**src/himu_pkg.sv**
```systemverilog
`default_nettype none
package himu_pkg;

    typedef struct packed {
        logic [7:0] char_code;
        logic       block_start;
    } in_item_t;

    typedef struct packed {
        logic signed [31:0] accel_x;
        logic signed [31:0] accel_y;
        logic signed [31:0] accel_z;
        logic [25:0]        light_level;
        logic [8:0]         sample_index;
        logic               last_in_block;
        logic               bad_digit;
    } out_item_t;

    // One decoded sample handed from the character front end to the math back end.
    typedef struct packed {
        logic [11:0] raw_x;
        logic [11:0] raw_y;
        logic [11:0] raw_z;
        logic [11:0] raw_light;
        logic [8:0]  sample_index;
        logic        last_in_block;
        logic        bad_digit;
    } sample_t;

    localparam logic [2:0] REG_GAIN_X   = 3'd0;
    localparam logic [2:0] REG_GAIN_Y   = 3'd1;
    localparam logic [2:0] REG_GAIN_Z   = 3'd2;
    localparam logic [2:0] REG_OFFSET_X = 3'd3;
    localparam logic [2:0] REG_OFFSET_Y = 3'd4;
    localparam logic [2:0] REG_OFFSET_Z = 3'd5;
    localparam logic [2:0] REG_LUX      = 3'd6;
    localparam logic [2:0] REG_VOLTS    = 3'd7;

    localparam logic [4:0] HEX_NONE = 5'd16;

    function automatic logic [4:0] hex_digit(input logic [7:0] c);
        logic [4:0] d;
        begin
            d = HEX_NONE;
            if (c >= 8'h30 && c <= 8'h39) d = 5'(c - 8'h30);
            else if (c >= 8'h61 && c <= 8'h66) d = 5'(c - 8'h57);
            else if (c >= 8'h41 && c <= 8'h46) d = 5'(c - 8'h37);
            return d;
        end
    endfunction

endpackage
`default_nettype wire

```
**src/himu_front.sv**
```systemverilog
`default_nettype none
module himu_front #(
    parameter int SAMPLES_PER_BLOCK = 300
) (
    input  wire logic               clk,
    input  wire logic               rst_n,
    input  wire himu_pkg::in_item_t in_data,
    input  wire logic               in_valid,
    output logic                    in_ready,
    output himu_pkg::sample_t       smp_data,
    output logic                    smp_valid,
    input  wire logic               smp_ready
);
    import himu_pkg::*;

    localparam int CW = $clog2(SAMPLES_PER_BLOCK + 1);

    logic [3:0]    pos_reg, pos_next;
    logic [CW-1:0] cnt_reg, cnt_next;
    logic [11:0]   fv_reg [4];
    logic [11:0]   fv_next [4];
    logic [3:0]    fs_reg, fs_next;
    logic          err_reg, err_next;
    logic          sv_reg;
    sample_t       sd_reg;

    logic [3:0]    p;
    logic [1:0]    f;
    logic [4:0]    d;
    logic          fire, last;

    assign in_ready  = !sv_reg || smp_ready;
    assign fire      = in_valid && in_ready;
    assign smp_valid = sv_reg;
    assign smp_data  = sd_reg;

    always_comb
    begin
        p = in_data.block_start ? 4'd0 : pos_reg;
        cnt_next = in_data.block_start ? '0 : cnt_reg;
        if (p >= 4'd9) f = 2'd3;
        else if (p >= 4'd6) f = 2'd2;
        else if (p >= 4'd3) f = 2'd1;
        else f = 2'd0;
        fv_next = fv_reg;
        fs_next = fs_reg;
        err_next = (p == 4'd0) ? 1'b0 : err_reg;
        if (p == 4'd0 || p == 4'd3 || p == 4'd6 || p == 4'd9)
        begin
            fv_next[f] = '0;
            fs_next[f] = 1'b0;
        end
        d = hex_digit(in_data.char_code);
        if (!fs_next[f])
        begin
            if (d != HEX_NONE) fv_next[f] = {fv_next[f][7:0], d[3:0]};
            else
            begin
                fs_next[f] = 1'b1;
                err_next = 1'b1;
            end
        end
        last = (32'(cnt_next) + 32'd1 >= 32'(SAMPLES_PER_BLOCK));
        pos_next = (p == 4'd11) ? 4'd0 : p + 4'd1;
    end

    always_ff @(posedge clk or negedge rst_n)
    begin
        if (!rst_n)
        begin
            pos_reg <= '0;
            cnt_reg <= '0;
            fs_reg  <= '0;
            err_reg <= 1'b0;
            sv_reg  <= 1'b0;
            for (int i = 0; i < 4; i++) fv_reg[i] <= '0;
        end
        else
        begin
            if (fire && p == 4'd11) sv_reg <= 1'b1;
            else if (smp_ready) sv_reg <= 1'b0;
            if (fire)
            begin
                pos_reg <= pos_next;
                fv_reg  <= fv_next;
                fs_reg  <= fs_next;
                err_reg <= err_next;
                if (p == 4'd11) cnt_reg <= last ? '0 : cnt_next + CW'(1);
                else cnt_reg <= cnt_next;
            end
        end
    end

    always_ff @(posedge clk)
    begin
        if (fire && p == 4'd11)
        begin
            sd_reg.raw_x         <= fv_next[0];
            sd_reg.raw_y         <= fv_next[1];
            sd_reg.raw_z         <= fv_next[2];
            sd_reg.raw_light     <= fv_next[3];
            sd_reg.sample_index  <= 9'(cnt_next);
            sd_reg.last_in_block <= last;
            sd_reg.bad_digit     <= err_next;
        end
    end
endmodule
`default_nettype wire

```
**src/himu_fifo.sv**
```systemverilog
`default_nettype none
module himu_fifo (
    input  wire logic              clk,
    input  wire logic              rst_n,
    input  wire himu_pkg::sample_t wr_data,
    input  wire logic              wr_valid,
    output logic                   wr_ready,
    output himu_pkg::sample_t      rd_data,
    output logic                   rd_valid,
    input  wire logic              rd_ready
);
    import himu_pkg::*;

    sample_t    mem_reg [2];
    logic       wp_reg, rp_reg;
    logic [1:0] cnt_reg;
    logic       wr, rd;

    assign wr_ready = cnt_reg != 2'd2;
    assign rd_valid = cnt_reg != 2'd0;
    assign rd_data  = mem_reg[rp_reg];
    assign wr = wr_valid && wr_ready;
    assign rd = rd_valid && rd_ready;

    always_ff @(posedge clk or negedge rst_n)
    begin
        if (!rst_n)
        begin
            wp_reg  <= 1'b0;
            rp_reg  <= 1'b0;
            cnt_reg <= '0;
        end
        else
        begin
            if (wr) wp_reg <= !wp_reg;
            if (rd) rp_reg <= !rp_reg;
            cnt_reg <= cnt_reg + {1'b0, wr} - {1'b0, rd};
        end
    end

    always_ff @(posedge clk)
    begin
        if (wr) mem_reg[wp_reg] <= wr_data;
    end
endmodule
`default_nettype wire

```
**src/himu_back.sv**
```systemverilog
`default_nettype none
module himu_back (
    input  wire logic              clk,
    input  wire logic              rst_n,
    input  wire logic              cfg_we,
    input  wire logic [2:0]        cfg_index,
    input  wire logic [15:0]       cfg_data,
    input  wire himu_pkg::sample_t smp_data,
    input  wire logic              smp_valid,
    output logic                   smp_ready,
    output himu_pkg::out_item_t    out_data,
    output logic                   out_valid,
    input  wire logic              out_ready
);
    import himu_pkg::*;

    typedef enum logic [3:0] {
        ST_IDLE = 4'b0001,
        ST_LOAD = 4'b0010,
        ST_DIV  = 4'b0100,
        ST_DONE = 4'b1000
    } state_t;

    logic [15:0]        gain_reg [3];
    logic signed [15:0] off_reg [3];
    logic [15:0]        lux_reg, volts_reg;

    state_t             st_reg;
    sample_t            s_reg;
    logic [1:0]         ch_reg;
    logic [5:0]         bit_reg;
    logic [44:0]        num_reg;
    logic [15:0]        den_reg;
    logic [16:0]        rem_reg;
    logic               neg_reg;
    logic signed [31:0] acc_reg [3];
    logic [25:0]        light_reg;
    logic               ov_v;
    out_item_t          o_reg;
    logic               ov_valid_reg;

    logic signed [19:0] prod;
    logic signed [32:0] scaled;
    logic [31:0]        mag;
    logic [27:0]        lprod;
    logic [16:0]        rem_sh;
    logic [16:0]        rem_sub;
    logic               qbit;
    logic [15:0]        gsel;
    logic signed [15:0] osel;
    logic [11:0]        rsel;
    logic [44:0]        qfull;
    logic signed [31:0] sat;

    assign smp_ready = st_reg == ST_IDLE;
    assign out_valid = ov_valid_reg;
    assign out_data  = o_reg;

    always_comb
    begin
        gsel = 16'd1;
        osel = '0;
        rsel = '0;
        case (ch_reg)
            2'd0: begin gsel = gain_reg[0]; osel = off_reg[0]; rsel = s_reg.raw_x; end
            2'd1: begin gsel = gain_reg[1]; osel = off_reg[1]; rsel = s_reg.raw_y; end
            2'd2: begin gsel = gain_reg[2]; osel = off_reg[2]; rsel = s_reg.raw_z; end
            default: begin gsel = volts_reg; osel = '0; rsel = s_reg.raw_light; end
        endcase
        if (gsel == 16'd0) gsel = 16'd1;
        prod   = 20'(signed'(rsel)) * 20'sd100;
        scaled = 33'(prod - 20'(osel)) <<< 12;
        mag    = scaled[32] ? 32'(-scaled) : 32'(scaled);
        lprod  = 28'({2'b0, rsel[11:2]} * lux_reg);
        rem_sh = {rem_reg[15:0], num_reg[44]};
        rem_sub = rem_sh - {1'b0, den_reg};
        qbit   = !rem_sub[16];
        qfull  = {num_reg[43:0], qbit};
        ov_v   = neg_reg ? (qfull > 45'h80000000) : (qfull > 45'h7FFFFFFF);
        if (ov_v) sat = neg_reg ? 32'sh80000000 : 32'sh7FFFFFFF;
        else sat = neg_reg ? -signed'(qfull[31:0]) : signed'(qfull[31:0]);
    end

    always_ff @(posedge clk or negedge rst_n)
    begin
        if (!rst_n)
        begin
            for (int i = 0; i < 3; i++)
            begin
                gain_reg[i] <= 16'd1;
                off_reg[i]  <= '0;
            end
            lux_reg      <= '0;
            volts_reg    <= 16'd1;
            st_reg       <= ST_IDLE;
            ov_valid_reg <= 1'b0;
        end
        else
        begin
            if (cfg_we)
            begin
                case (cfg_index)
                    REG_GAIN_X:   gain_reg[0] <= cfg_data;
                    REG_GAIN_Y:   gain_reg[1] <= cfg_data;
                    REG_GAIN_Z:   gain_reg[2] <= cfg_data;
                    REG_OFFSET_X: off_reg[0]  <= cfg_data;
                    REG_OFFSET_Y: off_reg[1]  <= cfg_data;
                    REG_OFFSET_Z: off_reg[2]  <= cfg_data;
                    REG_LUX:      lux_reg     <= cfg_data;
                    REG_VOLTS:    volts_reg   <= cfg_data;
                    default: ;
                endcase
            end
            if (st_reg == ST_DONE && (!ov_valid_reg || out_ready)) ov_valid_reg <= 1'b1;
            else if (out_ready) ov_valid_reg <= 1'b0;
            case (st_reg)
                ST_IDLE: if (smp_valid) st_reg <= ST_LOAD;
                ST_LOAD: st_reg <= ST_DIV;
                ST_DIV:  if (bit_reg == 6'd44 && ch_reg == 2'd3) st_reg <= ST_DONE;
                         else if (bit_reg == 6'd44) st_reg <= ST_LOAD;
                ST_DONE: if (!ov_valid_reg || out_ready) st_reg <= ST_IDLE;
                default: st_reg <= ST_IDLE;
            endcase
        end
    end

    always_ff @(posedge clk)
    begin
        case (st_reg)
            ST_IDLE:
            begin
                s_reg  <= smp_data;
                ch_reg <= 2'd0;
            end
            ST_LOAD:
            begin
                bit_reg <= '0;
                rem_reg <= '0;
                den_reg <= gsel;
                if (ch_reg == 2'd3)
                begin
                    num_reg <= 45'(lprod);
                    neg_reg <= 1'b0;
                end
                else
                begin
                    num_reg <= 45'(mag);
                    neg_reg <= scaled[32];
                end
            end
            ST_DIV:
            begin
                rem_reg <= qbit ? rem_sub : rem_sh;
                num_reg <= qfull;
                bit_reg <= bit_reg + 6'd1;
                if (bit_reg == 6'd44)
                begin
                    if (ch_reg == 2'd3) light_reg <= qfull[25:0];
                    else acc_reg[ch_reg] <= sat;
                    ch_reg <= ch_reg + 2'd1;
                end
            end
            ST_DONE:
            begin
                if (!ov_valid_reg || out_ready)
                begin
                    o_reg.accel_x       <= acc_reg[0];
                    o_reg.accel_y       <= acc_reg[1];
                    o_reg.accel_z       <= acc_reg[2];
                    o_reg.light_level   <= light_reg;
                    o_reg.sample_index  <= s_reg.sample_index;
                    o_reg.last_in_block <= s_reg.last_in_block;
                    o_reg.bad_digit     <= s_reg.bad_digit;
                end
            end
            default: ;
        endcase
    end
endmodule
`default_nettype wire

```
**src/hex_imu_record_decoder.sv**
```systemverilog
`default_nettype none
// The back end works on one sample at a time, running a 45-step restoring divider once for
// each of the four fields; it takes no new sample from the queue until the result is loaded
// into the output register. Characters flow at one per cycle while a two-entry queue and the
// front register hold samples for the divider; once they are full the input stalls until
// the queue frees an entry. Reset (rst_n, asynchronous, active low) clears counters, fields,
// queue pointers and valid flags, and sets the configuration registers to their defaults.
module hex_imu_record_decoder #(
    parameter int SAMPLES_PER_BLOCK = 300
) (
    input  wire logic                clk,
    input  wire logic                rst_n,
    input  wire logic                cfg_we,
    input  wire logic [2:0]          cfg_index,
    input  wire logic [15:0]         cfg_data,
    input  wire himu_pkg::in_item_t  in_data,
    input  wire logic                in_valid,
    output logic                     in_ready,
    output himu_pkg::out_item_t      out_data,
    output logic                     out_valid,
    input  wire logic                out_ready
);
    import himu_pkg::*;

    sample_t f_data, q_data;
    logic    f_valid, f_ready, q_valid, q_ready;

    himu_front #(.SAMPLES_PER_BLOCK(SAMPLES_PER_BLOCK)) u_front (
        .clk, .rst_n, .in_data, .in_valid, .in_ready,
        .smp_data(f_data), .smp_valid(f_valid), .smp_ready(f_ready)
    );

    himu_fifo u_fifo (
        .clk, .rst_n,
        .wr_data(f_data), .wr_valid(f_valid), .wr_ready(f_ready),
        .rd_data(q_data), .rd_valid(q_valid), .rd_ready(q_ready)
    );

    himu_back u_back (
        .clk, .rst_n, .cfg_we, .cfg_index, .cfg_data,
        .smp_data(q_data), .smp_valid(q_valid), .smp_ready(q_ready),
        .out_data, .out_valid, .out_ready
    );
endmodule
`default_nettype wire

```
**config.mk**
```make
export PLATFORM = sky130hd
export DESIGN_NAME = hex_imu_record_decoder
export DESIGN_NICKNAME = d
export VERILOG_FILES = /design/src/himu_pkg.sv /design/src/himu_front.sv /design/src/himu_fifo.sv /design/src/himu_back.sv /design/src/hex_imu_record_decoder.sv
export SDC_FILE = /design/constraint.sdc
export NUM_CORES = 1
export LEC_CHECK = 0
export BUFFER_PORTS_ARGS = -buffer_cell sky130_fd_sc_hd__buf_2
export CAP_MARGIN = 10
export CORE_ASPECT_RATIO = 1.2
export CORE_UTILIZATION = 45
export DETAILED_ROUTE_END_ITERATION = 7
export GPL_TIMING_DRIVEN = 0
export PLACE_DENSITY_LB_ADDON = 0.1
export SETUP_SLACK_MARGIN = 0.1
export SYNTH_ARGS = -nofsm -noshare
export SYNTH_HDL_FRONTEND = slang
export SYNTH_SLANG_ARGS = --single-unit
```
**constraint.sdc**
```tcl
create_clock -name clk -period 10.5 [get_ports clk]
set_input_delay 2.1 -clock clk [delete_from_list [all_inputs] [get_ports clk]]
set_output_delay 2.1 -clock clk [all_outputs]
set_load 0.005 [all_outputs]
```
==> results of run 1 <==
==> layer usage <==
| layer | track usage [%] | vias up |
|---|---|---|
| met4 | 10.1 | 0 |
| met3 | 2.44 | 168 |
| li1 | - | 11200 |
| met1 | 24.2 | 11800 |
| met5 | 0 | - |
| met2 | 39.5 | 600 |
==> synth_stat cells (11+ instances only) <==
master and count:
sky130_fd_sc_hd__xnor2_1 59, sky130_fd_sc_hd__nand2_1 215, sky130_fd_sc_hd__nand3_1 69, sky130_fd_sc_hd__edfxtp_1 577, sky130_fd_sc_hd__a31oi_1 11, sky130_fd_sc_hd__clkbuf_1 112, sky130_fd_sc_hd__nand2b_1 22, sky130_fd_sc_hd__inv_1 219
sky130_fd_sc_hd__mux2_2 237, sky130_fd_sc_hd__a21oi_1 115, sky130_fd_sc_hd__nor2_1 130, sky130_fd_sc_hd__or2_2 21, sky130_fd_sc_hd__nor4_1 11, sky130_fd_sc_hd__dfrtp_1 199, sky130_fd_sc_hd__mux2i_1 14, sky130_fd_sc_hd__ha_1 155
sky130_fd_sc_hd__buf_1 14, sky130_fd_sc_hd__o31ai_1 21, sky130_fd_sc_hd__nand4_1 15, sky130_fd_sc_hd__a21o_1 21, sky130_fd_sc_hd__a222oi_1 44, sky130_fd_sc_hd__o21ai_1 26, sky130_fd_sc_hd__o21ai_0 142, sky130_fd_sc_hd__and2_1 93
sky130_fd_sc_hd__o21a_1 15, sky130_fd_sc_hd__nor3_1 21, sky130_fd_sc_hd__nor2b_1 26, sky130_fd_sc_hd__fa_1 121, sky130_fd_sc_hd__xor2_1 56, sky130_fd_sc_hd__a211oi_1 12
==> worst max-delay path, delay by kind of cell, from the launching register on <==
family                   cells  cell delay [ns]
flip-flops                   1             0.43
buffers and inverters        9             2.15
adder cells (fa/ha/maj)      7             3.21
AND/OR/NAND/NOR              4             1.03
AO/OA/AOI/OAI                8             2.86
==> cells in the final DEF, fill, tap and decap left out, types with 25 or more instances in the layout <==
master                      synthesis  routed
sky130_fd_sc_hd__a21oi_1          115     112
sky130_fd_sc_hd__a222oi_1          44      44
sky130_fd_sc_hd__and2_1            93      90
sky130_fd_sc_hd__buf_2              1     165
sky130_fd_sc_hd__clkbuf_1         112     128
sky130_fd_sc_hd__clkbuf_16          0      82
sky130_fd_sc_hd__dfrtp_1          199     199
sky130_fd_sc_hd__edfxtp_1         577     577
sky130_fd_sc_hd__fa_1             121     121
sky130_fd_sc_hd__ha_1             155     155
sky130_fd_sc_hd__inv_1            219     219
sky130_fd_sc_hd__mux2_2           237     237
sky130_fd_sc_hd__nand2_1          215     214
sky130_fd_sc_hd__nand3_1           69      69
sky130_fd_sc_hd__nor2_1           130     127
sky130_fd_sc_hd__nor2b_1           26      25
sky130_fd_sc_hd__o21ai_0          142     142
sky130_fd_sc_hd__o21ai_1           26      26
sky130_fd_sc_hd__xnor2_1           59      59
sky130_fd_sc_hd__xor2_1            56      56
==> worst paths after layout <==
check / start / end / slack, ns / cells after the start
max in group asynchronous: rst_n / u_back.out_valid / 7.97 / 2
min in group asynchronous: rst_n / u_back.gain_reg[9] / 1.50 / 1
worst min-delay path: u_back.acc_reg[2][0] / out_data[37] / 0.41 / 0
worst max-delay path: u_back.ch_reg[1] / u_back.num_reg[25] / 0.66 / 28
worst min register to register: u_back.acc_reg[2][0] / out_data[37] / 0.41 / 0
worst max register to register: u_back.ch_reg[1] / u_back.num_reg[25] / 0.66 / 28
==> report_power, final <==
group,internal [uW],switching [uW],total [uW],leakage [uW]
logic,1490,1960,3450,0.00799
registers,3610,91.4,3700,0.00791
clock network,1700,1190,2880,0.00131
==> cell families (layout without fill, tap and decap cells) <==
kind of cell               Yosys count  in the layout  share of synthesized area, %
and+or+nand+nor                    677            677                          8.69
DFF                                781            781                          58.2
buffers and inverters              350            680                          3.47
adders and majority gates          276            276                          11.3
xor gates and xnor gates           115            115                          2.61
AOI/OAI and AO/OA                  500            500                          8.39
muxes                              251            251                          7.29
==> layout make-up <==
class / instances / area share, %
flip-flops and latches: 781 / 51.2
multi-input cells: 1819 / 33.8
clock buffers: 108 / 5.06
well taps: 1130 / 3.23
repair buffers: 182 / 2.48
inverters: 220 / 1.89
plain buffers: 130 / 1.18
clock inverters: 40 / 1.08
==> stage by stage <==
step	hold WS, ns	std cells	utilization [%]
after floorplan	0.400	2950	-
after global placement	0.404	4243	48.1
after detailed placement	0.405	4261	48.5
after CTS	0.410	4409	51.6
after global routing	0.420	4410	51.7
final	0.413	4410	51.7
==> metrics.cfg, run 1 <==
[power_and_ir_drop]
p_leak_uw=0.0172
power.density_nw_per_um2=229
worst_ir_drop_vdd_mv=0.317
power.total_uw=10000

[place]
total_placed_instance_area_sq_um=41100
port_buffers=163
place_worst_setup_slack_ns=0.568
finalWeightedCongestion=0.931
hpwlAfterDp_um=68500

[drt]
met3_wirelength_um=3240
drc_errors=0
highest_layer=met4
post_drt_wl_per_cell_um=20.6
met1_length_um=35600
routed_wl_um=90900
detail_route.first_pass.iterations=8
vias=23700
detail_route.iter0.violations=1528
route.met2.wl_um=48000
postRouteAntennaNets=0
avgViaCountPerCell=5.37

[die]
fp.dieArea_sq_um=86800
design.core.area_sq_um=84800
chipWidth_um=269
start_util_pct=45.5
boundaryPins=168
fp.dieH_um=323
placement_rows=117

[logic_synthesis]
number_of_cells_produced_by_synthesis=2950
synth.lib_cells_used.distinct=81
yosys.area.top_type=sky130_fd_sc_hd__edfxtp_1
synthArstFlopShare_pct=26.1
synth_sequential_area_ratio_pct=58.2
syn-cell-area_sq_um=38500
post_synth.cell_area_avg_sq_um=13.1
dominantRegCellSynth=sky130_fd_sc_hd__edfxtp_1
synth_nets=3259
post-synth-top-area-fraction_pct=45.0
synth_enable_flop_cells=577
ys_ff_latch=781
netlist_top_cells_area=sky130_fd_sc_hd__edfxtp_1 (45%), sky130_fd_sc_hd__dfrtp_1 (13%), sky130_fd_sc_hd__mux2_2 (6.9%)
warnings_from_yosys=0

[grt]
grt_overflow_total=0
first_global_vias=24700
grt_start_max_net_pins=114
grt_antenna_before_repair=0
grt_pass1_wl_um=142000
grt_usage_pct=21.2

[sta]
final.setup.worst_slack_ns=0.664
final.min_clock_period_ns=9.84
finalMaxSlewViolations=0
finalHoldViolCount=0
fmaxAchievable_mhz=102
timing.max_slew.rel_slack_pct=14.5
setup_total_negative_slack_ns=0
setup_viol=0
clock_skew_ns=0.0268
tightestPinTransition_ns=1.28
rsz0062_at_grt=false
post-route-period-util_pct=93.7

[final_layout]
multiInputGateArea_sq_um=14800
final_non_filler_cell_area_sq_um=43800
area_delta_synth_final_pct=13.6
largest_register_ffs=118
share_of_layout_cells_above_drive_strength_1_pct=18.7
fin_nets=3523
fillers=7264
seqCellArea_sq_um=22400
antennaDiodeCount=0

[run_status]
outcome=completed

[worst_setup_path]
critPathRequiredTime_ns=10.99
worst-endpoint-arrival_ns=10.33
critical_path.endpoint_type=flop
timing.critical_path.slowest_cell_delay_ns=1.08
cp_max_fo=11
setup.worst_path.start_class=flop
critical-path-top-cell-by-count=sky130_fd_sc_hd__inv_1
worstSetupPathType=reg2reg
cpMaxStageDelayCell=sky130_fd_sc_hd__a21oi_1

[clock_network]
tritoncts=built
cts_hold_repair.buffers=0
cts_sinks=781
worst_setup_hold_path_clk_slew_ns=0.06
clock_insertion_delay_worst_skew_ns=0.64
cts-root-to-sink-buffers=3
ctsResizeCount=0
cts.root.buffer_cell=sky130_fd_sc_hd__clkbuf_16
cts_made_buffers=80
postCtsSetupBuffers=0
ctsHtreeMaxLevel=3

[min_path]
holdCritPathClass=reg2reg

[job]
timing.max_cap.violations=0

Note: power is estimated with default switching activity, not from simulation.
==> run 2, diff against run 1 <==
Settings changed: BUFFER_PORTS_ARGS -buffer_cell sky130_fd_sc_hd__buf_2 to unset, DONT_BUFFER_PORTS set to 1, SLEW_MARGIN set to 20.
==> metrics.cfg, run 2 (synthesis gave the netlist of run 1 again) <==
[run_status]
outcome=completed  ; unchanged

[sta]
timing.max_slew.rel_slack_pct=22.5  ; was 14.5%
finalMaxSlewViolations=0  ; unchanged
post-route-period-util_pct=92.6  ; was 93.7%
fmaxAchievable_mhz=103  ; was 102 MHz
final.hold.worst_slack_ns=0.414  ; was 0.413 ns
tightestPinTransition_ns=1.16  ; was 1.28 ns
finalHoldViolCount=0  ; unchanged
final.min_clock_period_ns=9.72  ; was 9.84 ns
setup_viol=0  ; unchanged
clock_skew_ns=0.0300  ; was 0.0268 ns
rsz0062_at_grt=false  ; unchanged

[grt]
gr_layer_usage_met2_pct=39.3  ; was 39.5%
globalRouteMet1Util_pct=24.1  ; was 24.2%
grt_usage_pct=21.1  ; was 21.2%
global_route.peak_usage_layer=met2  ; unchanged
groute.layer.met3.usage_pct=2.45  ; was 2.44%
first_global_vias=24100  ; was 24700
grt_overflow_total=0  ; unchanged
grt_start_max_net_pins=205  ; was 114
grt_antenna_before_repair=0  ; unchanged
grt_pass1_wl_um=141000  ; was 142000 um

[clock_network]
cts_sinks=781  ; unchanged
postCtsSetupBuffers=0  ; unchanged
ctsResizeCount=0  ; unchanged
ctsHtreeMaxLevel=3  ; unchanged
cts_hold_repair.buffers=0  ; unchanged
cts.root.buffer_cell=sky130_fd_sc_hd__clkbuf_16  ; unchanged
cts_made_buffers=81  ; was 80
cts-root-to-sink-buffers=3  ; unchanged
clock_insertion_delay_worst_skew_ns=0.64  ; about the same
worst_setup_hold_path_clk_slew_ns=0.06  ; about the same
tritoncts=built  ; unchanged

[drt]
detail_route.iter0.violations=1621  ; was 1528
detail_route.first_pass.iterations=6  ; was 8
post_drt_wl_per_cell_um=21.4  ; was 20.6 um
vias=23100  ; was 23700
drc_errors=0  ; unchanged
routed_wl_um=90900  ; about the same
postRouteAntennaNets=0  ; unchanged
avgViaCountPerCell=5.43  ; was 5.37

[power_and_ir_drop]
power.density_nw_per_um2=231  ; was 229 nW/um^2
worst_ir_drop_vdd_mv=0.309  ; was 0.317 mV
p_leak_uw=0.0166  ; was 0.0172 uW

[job]
timing.max_cap.violations=0  ; unchanged

[min_path]
worst_hold_depth=0  ; unchanged
holdCritPathClass=reg2reg  ; unchanged

[worst_setup_path]
worst-endpoint-arrival_ns=10.10  ; was 10.33 ns
worstSetupPathType=reg2reg  ; unchanged
timing.critical_path.max_delay_family=compound AO/OA/AOI/OAI gates  ; was adder cells
critical-path-top-cell-by-count=sky130_fd_sc_hd__clkbuf_1  ; was sky130_fd_sc_hd__inv_1
worstPathBufferInverterCount=9  ; unchanged
critical_path.endpoint_type=flop  ; unchanged
critPathRequiredTime_ns=10.87  ; was 10.99 ns
worst-path-stages=33  ; was 28
timing.critical_path.slowest_cell_delay_ns=0.75  ; was 1.08 ns
cpMaxStageDelayCell=sky130_fd_sc_hd__clkbuf_1  ; was sky130_fd_sc_hd__a21oi_1
cp_max_fo=11  ; unchanged
r2r.worst_path.cells=33  ; was 28
setup.worst_path.start_class=flop  ; unchanged

[final_layout]
final_common_cell=sky130_fd_sc_hd__edfxtp_1  ; unchanged
area_delta_synth_final_pct=11.9  ; was 13.6%
share_of_layout_cells_above_drive_strength_1_pct=14.7  ; was 18.7%
post_layout_nonfiller_instances=4254  ; was 4410
layout.cells.most_common_list=sky130_fd_sc_hd__edfxtp_1 (577), sky130_fd_sc_hd__mux2_2 (237), sky130_fd_sc_hd__inv_1 (219)  ; unchanged
largest_register_ffs=118  ; unchanged
antennaDiodeCount=0  ; unchanged
fin_nets=3367  ; was 3523

[die]
boundaryPins=168  ; unchanged
start_util_pct=45.5  ; unchanged
fp.dieArea_sq_um=86800  ; unchanged
design.core.area_sq_um=84800  ; unchanged
placement_rows=117  ; unchanged
fp.dieH_um=323  ; unchanged
chipWidth_um=269  ; unchanged

[place]
dp.cells=4105  ; was 4261
hpwlAfterDp_um=68600  ; was 68500 um
finalWeightedCongestion=0.932  ; was 0.931
port_buffers=0  ; was 163

-- run 2: cell count changes in the layout (fill, tap and decap cells not counted), moves of 2 or more --
| cell | before | now |
|---|---|---|
| sky130_fd_sc_hd__buf_12 | 6 | 12 |
| sky130_fd_sc_hd__buf_2 | 165 | 7 |
| sky130_fd_sc_hd__buf_4 | 8 | 4 |
| sky130_fd_sc_hd__buf_8 | 2 | 0 |
| sky130_fd_sc_hd__clkbuf_1 | 128 | 130 |
| sky130_fd_sc_hd__clkbuf_4 | 2 | 0 |
| sky130_fd_sc_hd__clkbuf_8 | 6 | 2 |
| sky130_fd_sc_hd__clkinvlp_4 | 1 | 5 |
| sky130_fd_sc_hd__inv_6 | 6 | 4 |
| sky130_fd_sc_hd__nor3_1 | 21 | 19 |
| sky130_fd_sc_hd__nor3_2 | 2 | 4 |
| sky130_fd_sc_hd__nor3b_1 | 4 | 2 |
| sky130_fd_sc_hd__nor3b_2 | 0 | 2 |
-- run 2: metrics by stage --
stage                     setup WS (ns)  util [%]  TNS (ns)  power, uW  instance area, sq um
after global placement            -1.99      47.1   -106.80       7020                 39900
after detailed placement          0.614      47.7         0       7100                 40400
after floorplan                    1.76         -         0       6300                 38500
final                             0.775      50.9         0       9970                 43100
after global routing              0.110      50.9         0      10600                 43100
after CTS                         0.577      50.8         0      10000                 43100
-- run 2: layout make-up --
type	instances	area [sq um]
clock buffer	105	2180
sequential	781	22400
buffer	130	515
timing repair buffer	25	383
fill	7262	41600
clock inverter	44	517
inverter	220	826
multi-input combinational	1819	14900
tap	1130	1410
-- run 2: report_power, final --
part / internal, uW / leakage, uW / switching [uW]
clock network: 1700 / 0.00130 / 1190
logic: 1460 / 0.00739 / 1880
registers: 3610 / 0.00791 / 114
-- run 2: path summary, 6_finish.rpt --
path,from,end,slack [ns]
max,u_back.ch_reg[0],u_back.num_reg[18],0.78
min,u_back.acc_reg[0][17],out_data[118],0.41
max reg2reg,u_back.ch_reg[0],u_back.num_reg[18],0.78
min reg2reg,u_back.acc_reg[0][17],out_data[118],0.41
max in group asynchronous,rst_n,u_back.st_reg[0],8.86
min in group asynchronous,rst_n,u_front.fv_reg[44],1.17
-- run 2: routing by layer --
layer | wire [um] | vias to the layer above
met1 | 35200 | 11500
met2 | 48500 | 560
met3 | 3290 | 169
met4 | 3910 | 0
li1 | - | 10800
met5 | 0 | -
==> run 3, diff against run 2 <==
Clock period 10.5 ns to 12.24 ns, I/O delays scaled along.
==> metrics.cfg, run 3 (synthesis gave the netlist of run 1 again) <==
[final_layout]
fin_nets=3367  ; unchanged
fillers=7261  ; was 7262
share_of_layout_cells_above_drive_strength_1_pct=14.5  ; was 14.7%
final_common_cell=sky130_fd_sc_hd__edfxtp_1  ; unchanged
antennaDiodeCount=0  ; unchanged
post_layout_nonfiller_instances=4254  ; unchanged
area_delta_synth_final_pct=11.9  ; about the same
largest_register_ffs=118  ; unchanged
layout.cells.most_common_list=sky130_fd_sc_hd__edfxtp_1 (577), sky130_fd_sc_hd__mux2_2 (237), sky130_fd_sc_hd__inv_1 (219)  ; unchanged

[min_path]
hold_path_end=out_data[118]  ; unchanged
start_point_of_the_worst_hold_path=u_back.acc_reg[0][17]  ; unchanged
worst_hold_depth=0  ; unchanged
holdCritPathClass=reg2reg  ; unchanged

[worst_setup_path]
worstSetupPathType=reg2reg  ; unchanged
r2r.worst_path.cells=34  ; was 33
worstPathBufferInverterCount=9  ; unchanged
reg2reg_setup_slack_ns=2.21  ; was 0.78 ns
timing.critical_path.max_delay_family=compound AO/OA/AOI/OAI gates  ; unchanged
critical_path.endpoint_type=flop  ; unchanged
worst_reg2reg_endpoint=u_back.num_reg[18]  ; unchanged
setup.worst_path.start_class=flop  ; unchanged
worst-endpoint-arrival_ns=10.40  ; was 10.10 ns
critPathRequiredTime_ns=12.61  ; was 10.87 ns
r2r-start=u_back.ch_reg[1]  ; was u_back.ch_reg[0]
timing.critical_path.slowest_cell_delay_ns=0.68  ; was 0.75 ns
cpMaxStageDelayCell=sky130_fd_sc_hd__clkbuf_1  ; unchanged
cp_max_fo=10  ; was 11

[run_status]
outcome=completed  ; unchanged

[drt]
drc_errors=0  ; unchanged
detail_route.first_pass.iterations=6  ; unchanged
routed_wl_um=91000  ; was 90900 um
post_drt_wl_per_cell_um=21.4  ; about the same
postRouteAntennaNets=0  ; unchanged
avgViaCountPerCell=5.42  ; was 5.43
detail_route.iter0.violations=1626  ; was 1621
vias=23000  ; was 23100

[sta]
post-route-period-util_pct=81.9  ; was 92.6%
fmaxAchievable_mhz=99.7  ; was 103 MHz
setup_viol=0  ; unchanged
final.min_clock_period_ns=10.03  ; was 9.72 ns
rsz0062_at_grt=false  ; unchanged
timing.max_slew.rel_slack_pct=23.8  ; was 22.5%
final.setup.worst_slack_ns=2.21  ; was 0.775 ns
finalHoldViolCount=0  ; unchanged
finalMaxSlewViolations=0  ; unchanged
tightestPinTransition_ns=1.14  ; was 1.16 ns
clock_skew_ns=0.0311  ; was 0.0300 ns

[clock_network]
cts_sinks=781  ; unchanged
cts.root.buffer_cell=sky130_fd_sc_hd__clkbuf_16  ; unchanged
ctsHtreeMaxLevel=3  ; unchanged
worst_setup_hold_path_clk_slew_ns=0.06  ; about the same
cts-root-to-sink-buffers=3  ; unchanged
tritoncts=built  ; unchanged
cts_hold_repair.buffers=0  ; unchanged
cts_made_buffers=81  ; unchanged
postCtsSetupBuffers=0  ; unchanged
ctsResizeCount=0  ; unchanged
clock_insertion_delay_worst_skew_ns=0.64  ; about the same

[grt]
grt_antenna_before_repair=0  ; unchanged
grt_start_max_net_pins=205  ; unchanged
first_global_vias=24100  ; unchanged
grt_overflow_total=0  ; unchanged
grt_usage_pct=21.1  ; unchanged
grt_pass1_wl_um=141000  ; unchanged

[die]
chipWidth_um=269  ; unchanged
boundaryPins=168  ; unchanged
design.core.area_sq_um=84800  ; unchanged
fp.dieH_um=323  ; unchanged
placement_rows=117  ; unchanged
fp.dieArea_sq_um=86800  ; unchanged
start_util_pct=45.5  ; unchanged

[place]
port_buffers=0  ; unchanged
place_worst_setup_slack_ns=2.35  ; was 0.614 ns
dp.cells=4105  ; unchanged
finalWeightedCongestion=0.932  ; unchanged
hpwlAfterDp_um=68600  ; unchanged

[power_and_ir_drop]
p_leak_uw=0.0166  ; about the same
power.density_nw_per_um2=198  ; was 231 nW/um^2
power.total_uw=8550  ; was 9970 uW
worst_ir_drop_vdd_mv=0.265  ; was 0.309 mV

[job]
timing.max_cap.violations=0  ; unchanged

[run 3: cell types whose count changed in the layout (fill, tap and decap cells not counted), sizes merged]
cell	change
buf	+1
clkbuf	-1
[run 3: worst max path at each step]
stage	startpoint	end	slack, ns	cells past startpoint
CTS	u_back.ch_reg[1]	u_back.num_reg[18]	2.32	34
global placement	u_back.st_reg[0]	u_fifo.cnt_reg[1]	-0.25	7
floorplan	out_ready	out_data[100]	3.15	2
detailed placement	u_back.ch_reg[1]	u_back.num_reg[18]	2.35	34
global route	u_back.ch_reg[1]	u_back.num_reg[18]	1.57	34
finish	u_back.ch_reg[1]	u_back.num_reg[18]	2.21	34
[run 3: cell type report]
| class | count | area, sq um | share of cell area (%) |
|---|---|---|---|
| Clock inverter | 44 | 517 | 1.20 |
| Multi-Input combinational cell | 1819 | 14800 | 34.4 |
| Inverter | 220 | 826 | 1.92 |
| Tap cell | 1130 | 1410 | 3.28 |
| Clock buffer | 105 | 2180 | 5.06 |
| Sequential cell | 781 | 22400 | 52.0 |
| Timing Repair Buffer | 25 | 383 | 0.888 |
| Buffer | 130 | 512 | 1.19 |
[run 3: stage by stage]
stage	utilization (%)	instance area [sq um]	hold slack (ns)	TNS, ns
3_3_place_gp	47.1	39900	0.404	-0.586
3_5_place_dp	47.7	40400	0.405	0
6_report	50.9	43100	0.414	0
2_1_floorplan	-	38500	0.400	0
5_1_grt	50.9	43100	0.419	0
4_1_cts	50.8	43100	0.411	0
[run 3: routing by layer]
layer  share of wire (%)  vias up  track usage [%]
met1                  39    11500             24.1
met4                 4.3        0             10.0
li1                    -    10800                -
met2                  53      551             39.3
met5                   0        -                0
met3                 3.6      170             2.45
[run 3: power breakdown]
part / switching [uW] / internal (uW)
clock network: 1020 / 1460
registers: 98.3 / 3100
logic: 1620 / 1250
